`src/rtl/core/tvng_pkg.sv`:
```
// ----------------------------------------------------------------------------
// Torus vertex and normal generator: shared definitions
// Field widths, register indices, CORDIC constants and the structs passed
// between the rotation cells and the shading back end.
// ----------------------------------------------------------------------------
package tvng_pkg;

    localparam int IDX_W        = 9;
    localparam int CFG_W        = 16;
    localparam int CFG_ADDR_W   = 3;
    localparam int POS_W        = 32;
    localparam int NORM_W       = 16;
    localparam int PHASE_W      = 32;
    localparam int CORDIC_W     = 33;
    localparam int CORDIC_ITERS = 20;
    localparam int WIDE_W       = 48;

    localparam int DEFAULT_ANGLE_BITS = 16;
    localparam int DEFAULT_SEG_MAX    = 256;

    localparam logic [CFG_W-1:0] RST_MAJOR_RADIUS       = 16'd4096;
    localparam logic [CFG_W-1:0] RST_MINOR_RADIUS       = 16'd1024;
    localparam logic [CFG_W-1:0] RST_MAJOR_ANGLE_STEP   = 16'd4096;
    localparam logic [CFG_W-1:0] RST_MINOR_ANGLE_STEP   = 16'd4096;
    localparam logic [CFG_W-1:0] RST_NORMAL_LINE_LENGTH = 16'd1573;

    // CORDIC gain in Q2.30, used as the starting x value.
    localparam logic signed [CORDIC_W-1:0] CORDIC_GAIN = 33'sd652032874;

    // atan(2^-i) in units of 2^-32 of a full turn.
    localparam logic [PHASE_W-1:0] ATAN_TURN [CORDIC_ITERS] = '{
        32'd536870912, 32'd316933406, 32'd167458907, 32'd85004756, 32'd42667331,
        32'd21354465,  32'd10680862,  32'd5340245,   32'd2670163,  32'd1335087,
        32'd667544,    32'd333772,    32'd166886,    32'd83443,    32'd41721,
        32'd20860,     32'd10430,     32'd5215,      32'd2607,     32'd1303
    };

    typedef enum logic [CFG_ADDR_W-1:0] {
        REG_MAJOR_RADIUS       = 3'd0,
        REG_MINOR_RADIUS       = 3'd1,
        REG_MAJOR_ANGLE_STEP   = 3'd2,
        REG_MINOR_ANGLE_STEP   = 3'd3,
        REG_NORMAL_LINE_LENGTH = 3'd4
    } cfg_reg_t;

    typedef struct packed {
        logic signed [CORDIC_W-1:0] x;
        logic signed [CORDIC_W-1:0] y;
        logic signed [PHASE_W-1:0]  z;
        logic [1:0]                 quad;
    } rot_t;

    typedef struct packed {
        rot_t theta;
        rot_t phi;
    } rot_pair_t;

    typedef struct packed {
        logic [CFG_W-1:0] major_radius;
        logic [CFG_W-1:0] minor_radius;
        logic [CFG_W-1:0] normal_line_length;
    } shape_cfg_t;

    typedef struct packed {
        logic signed [POS_W-1:0]  pos_x;
        logic signed [POS_W-1:0]  pos_y;
        logic signed [POS_W-1:0]  pos_z;
        logic signed [NORM_W-1:0] norm_x;
        logic signed [NORM_W-1:0] norm_y;
        logic signed [NORM_W-1:0] norm_z;
        logic signed [POS_W-1:0]  tip_x;
        logic signed [POS_W-1:0]  tip_y;
        logic signed [POS_W-1:0]  tip_z;
    } vertex_t;

endpackage

```
`src/rtl/core/tvng_cordic_cell.sv`:
```
// ----------------------------------------------------------------------------
// CORDIC rotation cell
// One micro-rotation for both the major and the minor angle, with a
// register stage and its own valid/ready handshake.
// ----------------------------------------------------------------------------
module tvng_cordic_cell #(
    parameter int ITER = 0
) (
    input  logic                aclk,
    input  logic                aresetn,
    input  logic                in_valid,
    output logic                in_ready,
    input  tvng_pkg::rot_pair_t in_data,
    output logic                out_valid,
    input  logic                out_ready,
    output tvng_pkg::rot_pair_t out_data
);
    import tvng_pkg::*;

    logic      valid_reg;
    logic      valid_next;
    rot_pair_t data_reg;
    rot_pair_t data_next;

    function automatic rot_t rotate(input rot_t r);
        rot_t                       o;
        logic signed [CORDIC_W-1:0] xs;
        logic signed [CORDIC_W-1:0] ys;
        logic signed [PHASE_W-1:0]  a;
        xs     = r.x >>> ITER;
        ys     = r.y >>> ITER;
        a      = $signed(ATAN_TURN[ITER]);
        o.quad = r.quad;
        if (!r.z[PHASE_W-1]) begin
            o.x = r.x - ys;
            o.y = r.y + xs;
            o.z = r.z - a;
        end else begin
            o.x = r.x + ys;
            o.y = r.y - xs;
            o.z = r.z + a;
        end
        return o;
    endfunction

    assign in_ready = !valid_reg || out_ready;

    always_comb begin
        valid_next      = in_ready ? in_valid : valid_reg;
        data_next.theta = rotate(in_data.theta);
        data_next.phi   = rotate(in_data.phi);
    end

    always_ff @(posedge aclk) begin
        if (!aresetn) begin
            valid_reg <= 1'b0;
        end else begin
            valid_reg <= valid_next;
        end
    end

    always_ff @(posedge aclk) begin
        if (in_ready && in_valid) begin
            data_reg <= data_next;
        end
    end

    assign out_valid = valid_reg;
    assign out_data  = data_reg;

endmodule

```
`config.mk`:
```
export PLATFORM = sky130hd
export DESIGN_NAME = tvng_cordic_cell
export DESIGN_NICKNAME = d
export VERILOG_FILES = /design/src/rtl/core/tvng_pkg.sv /design/src/rtl/core/tvng_cordic_cell.sv
export SDC_FILE = /design/constraint.sdc
export NUM_CORES = 1
export LEC_CHECK = 0
export BUFFER_PORTS_ARGS = -buffer_cell sky130_fd_sc_hd__buf_2
export CAP_MARGIN = 10
export CORE_MARGIN = 2
export CORE_UTILIZATION = 50
export DETAILED_ROUTE_END_ITERATION = 16
export MAX_ROUTING_LAYER = met4
export PLACE_DENSITY = 0.77
export SYNTH_ARGS = -nofsm -noshare
export SYNTH_HDL_FRONTEND = slang
export SYNTH_SLANG_ARGS = --single-unit
```
`constraint.sdc`:
```
create_clock -name aclk -period 6.5 [get_ports aclk]
set_clock_uncertainty 0.15 [all_clocks]
set_input_delay 1.3 -clock aclk [delete_from_list [all_inputs] [get_ports aclk]]
set_output_delay 1.3 -clock aclk [all_outputs]
set_load 0.01 [all_outputs]
```
==> metrics.md <==
| Metric | Value |
|---|---|
| Yosys warns | 0 |
| Hold_buf cts | 0 |
| Synth Net Count | around 2.3k |
| Reg-to-Reg End | out_data[133]$_DFFE_PP_ |
| Fin. max-slew vios | 0 |
| Status | completed |
| Register Area | slightly below 0.006 sq mm |
| Worst-path cell chain | buf_2, inv_1, ha_1, nand3_1, a41o_1, a31oi_1, nand3_1, a21o_1, o31a_1, o21ai_0, a221oi_1, mux2i_1, xor2_1 |
| Cell area after synthesis | 0.0170 sq mm |
| Worst hold start | out_valid$_SDFFE_PN0N_ |
| CTS tree | yes |
| CP Data Arrival Time | 4590 ps |
| Remaining Overflow, GRT | 0 |
| Max Freq | approximately 220 MHz |
| Hold Worst Slack | roughly 380 ps |
| Mean Syn Cell Area | ~9 sq um |
| Peak supply drop | ~0.19 mV |
| Slowest cell on the critical path | ha_1 |
| Post-synthesis async set-or-reset flop share | 0% |
| Final Util | between 50% and 60% |
| CP Data Required Time | around 6600 ps |
| Largest net degree at the start of global routing | roughly 120 |
| DR WL/cell | just under 20 um |
| Final nets | between 2k and 3k |
| Setup bufs post-CTS | 0 |
| Initial Util | between 50% and 60% |
| CP peak stage delay | 550 ps |
| Via count | ~16k |
| Final hold viol count | 0 |
| Yosys top cell by area | edfxtp_1 |
| Antenna-violating nets left | 0 |
| Yosys reg bits | roughly 200 |
| Post-synth top flop | edfxtp_1 |
| Sink Count | around 200 |
| DIE AREA | around 0.035 sq mm |
| Launching point of the worst reg2reg path | out_valid$_SDFFE_PN0N_ |
| Hold Path Depth | 2 |
| Vias in the first global route | 14.8k |
| Flop2flop setup slack | between 4000 and 5000 ps |
| Max_cap viols | 0 |
| Maximum clock path buffer count | 2 |
| Iter 0 DRT Violations | 1460 |
| Sequential share of the synthesized area | a little over a third |
| Initial antenna violation count | 2 |
| Fin crit period | ~4500 ps |
| Skew-Pair Late Insertion Delay | 470 ps |
| CTS resizes | 0 |
| WS Path Type | primary input to flip-flop |
| Hold crit path type | flip-flop to flip-flop |
| Setup-failing EPs final | 0 |
| DR pass1 iterations | 6 |
| I/O pin cnt | 406 |
| IO Port Bufs | 405 |
| Reg clk slew, reported paths | 80 ps |
| Max-Slew Margin vs Limit | 42.1% |
| Worst Setup End Kind | flip-flop |
| Unrepaired setup endpoints after global routing | no |
| Vias per cell | roughly 5.8 |
| Most numerous cell on the critical path | nand3_1 |
| Fraction of layout cells with a size suffix above 1 | 20.7% |
| Pwr/cell area | 214 mW/mm^2 |
| P_leak | about 9 nW |
| DRC viols | 0 |
| FF-to-FF path depth | 3 |
| Top-area cell type share of the netlist area | 35.1% |
| Row count | 67 |
| Hold path endpoint | out_valid$_SDFFE_PN0N_ |
| Critical path peak fanout | 10 |
| Chip width | ~190 um |
| Post-Synthesis Cells | ~1.9k |
| Total core area | about 0.033 sq mm |
| All-layer global routing usage | roughly 30% |
| Yosys cell types | 76 |
| CTS Buf Count | 17 |
| Filler cell count | a little over 3k |
| GP Congestion | between 0.9 and 1 |
| EDFF count, synth | just under 200 |
| First-pass GRT wire length | slightly above 80 mm |
| Drt total wl | between 50 and 60 mm |
| Final Cycle Share | 69.7% |
| Worst Setup Start Kind | primary input |
| Die Ht | roughly 190 um |
| Worst slew pin tran | between 800 and 900 ps |
| Synth-to-Final Area Change | 17.1% |
| Total Neg Setup Slack | 0 ps |
| H-tree levels | 4 |
| Pwr Total | 0.00425 W |
| Dpl hpwl | approximately 41 mm |
| Root Buffer | clkbuf_16 |
| Area of the multi-input gates | approximately 0.0098 sq mm |
| Top post-synthesis cells by area | edfxtp_1, ha_1, a21oi_1, xnor2_1, inv_1 |
==> per-layer routing <==
| metal | part of all wire (%) | vias up | GRT usage (%) |
|---|---|---|---|
| li1 | - | 7429 | - |
| met1 | 43 | 7314 | 39.4 |
| met2 | 47 | 731 | 47.9 |
| met3 | 7.1 | 96 | 2.84 |
| met4 | 2.5 | 0 | 9.30 |
| met5 | 0 | - | - |
==> state kept, by name, indices dropped and copies added (netlist names) <==
name and count:
out_data 198, out_valid 1
==> cells in the mapped netlist (36+ instances only) <==
cell      instances
edfxtp_1        198
nor2_1          165
nor3_1           36
o21bai_1         36
o21ai_0         115
nand2_1          86
clkbuf_1         52
a21o_1           43
inv_1           198
a21oi_1         211
ha_1            192
xnor2_1          98
==> cell type report <==
type | count | share of cell area [%]
antenna | 2 | 0.0252
clock inverter | 15 | 0.983
multi-input combinational | 1399 | 49.6
timing repair buffer | 409 | 10.4
inverter | 208 | 3.96
clock buffer | 17 | 2.14
sequential | 199 | 30.0
tap | 448 | 2.82
==> per-stage QoR <==
stage | worst slack [ps] | std cells | cell area [sq um]
2_1_floorplan | 1970 | 1891 | 17000
3_3_place_gp | 1620 | 2663 | 19200
3_5_place_dp | 1540 | 2663 | 19200
4_1_cts | 2040 | 2695 | 19800
5_1_grt | 1730 | 2697 | 19900
6_report | 1970 | 2697 | 19900
==> power by group <==
part	switching, W	internal (W)
Clock	0.000562	0.000560
Combinational	0.000919	0.000552
Sequential	0.0000406	0.00162
Total	0.00152	0.00273
==> worst max path at each step <==
stage | start | to | cells after the start
3_3_place_gp | in_data[41] | out_data[99]$_DFFE_PP_ | 13
5_1_grt | in_data[41] | out_data[99]$_DFFE_PP_ | 13
6_report | in_data[41] | out_data[99]$_DFFE_PP_ | 13
2_1_floorplan | out_ready | out_data[0]$_DFFE_PP_ | 2
3_5_place_dp | in_data[41] | out_data[99]$_DFFE_PP_ | 13
4_1_cts | in_data[41] | out_data[99]$_DFFE_PP_ | 13
==> critical path: cells and delay by family <==
kind                       cells  cell delay, ps
and+or+nand+nor                2             400
muxes                          1             220
buffers and inverters          2             150
xor gates and xnor gates       1             100
AOI/OAI and AO/OA              6            1870
adders and majority gates      1             550
==> placed cells by master (no fill, tap or decap), types with 43 or more instances in the layout <==
master | synthesis | final
nand2_1 | 86 | 86
edfxtp_1 | 198 | 198
ha_1 | 192 | 192
a21oi_1 | 211 | 211
buf_2 | 15 | 405
inv_1 | 198 | 198
xnor2_1 | 98 | 98
a21o_1 | 43 | 43
o21ai_0 | 115 | 115
nor2_1 | 165 | 165
==> kinds of logic (layout without fill, tap and decap cells) <==
group	count (synthesis)	count (layout)	share of synthesized area (%)
buffers and inverters	293	649	6.74
AO/OA/AOI/OAI	603	603	22.6
flip-flops	199	199	35.2
adder cells (fa/ha/maj)	200	200	15.1
other	0	2	0
multiplexers	23	23	1.36
AND/OR/NAND/NOR	447	447	12.4
XOR/XNOR	126	126	6.51
Note: power is estimated with default switching activity, not from simulation.
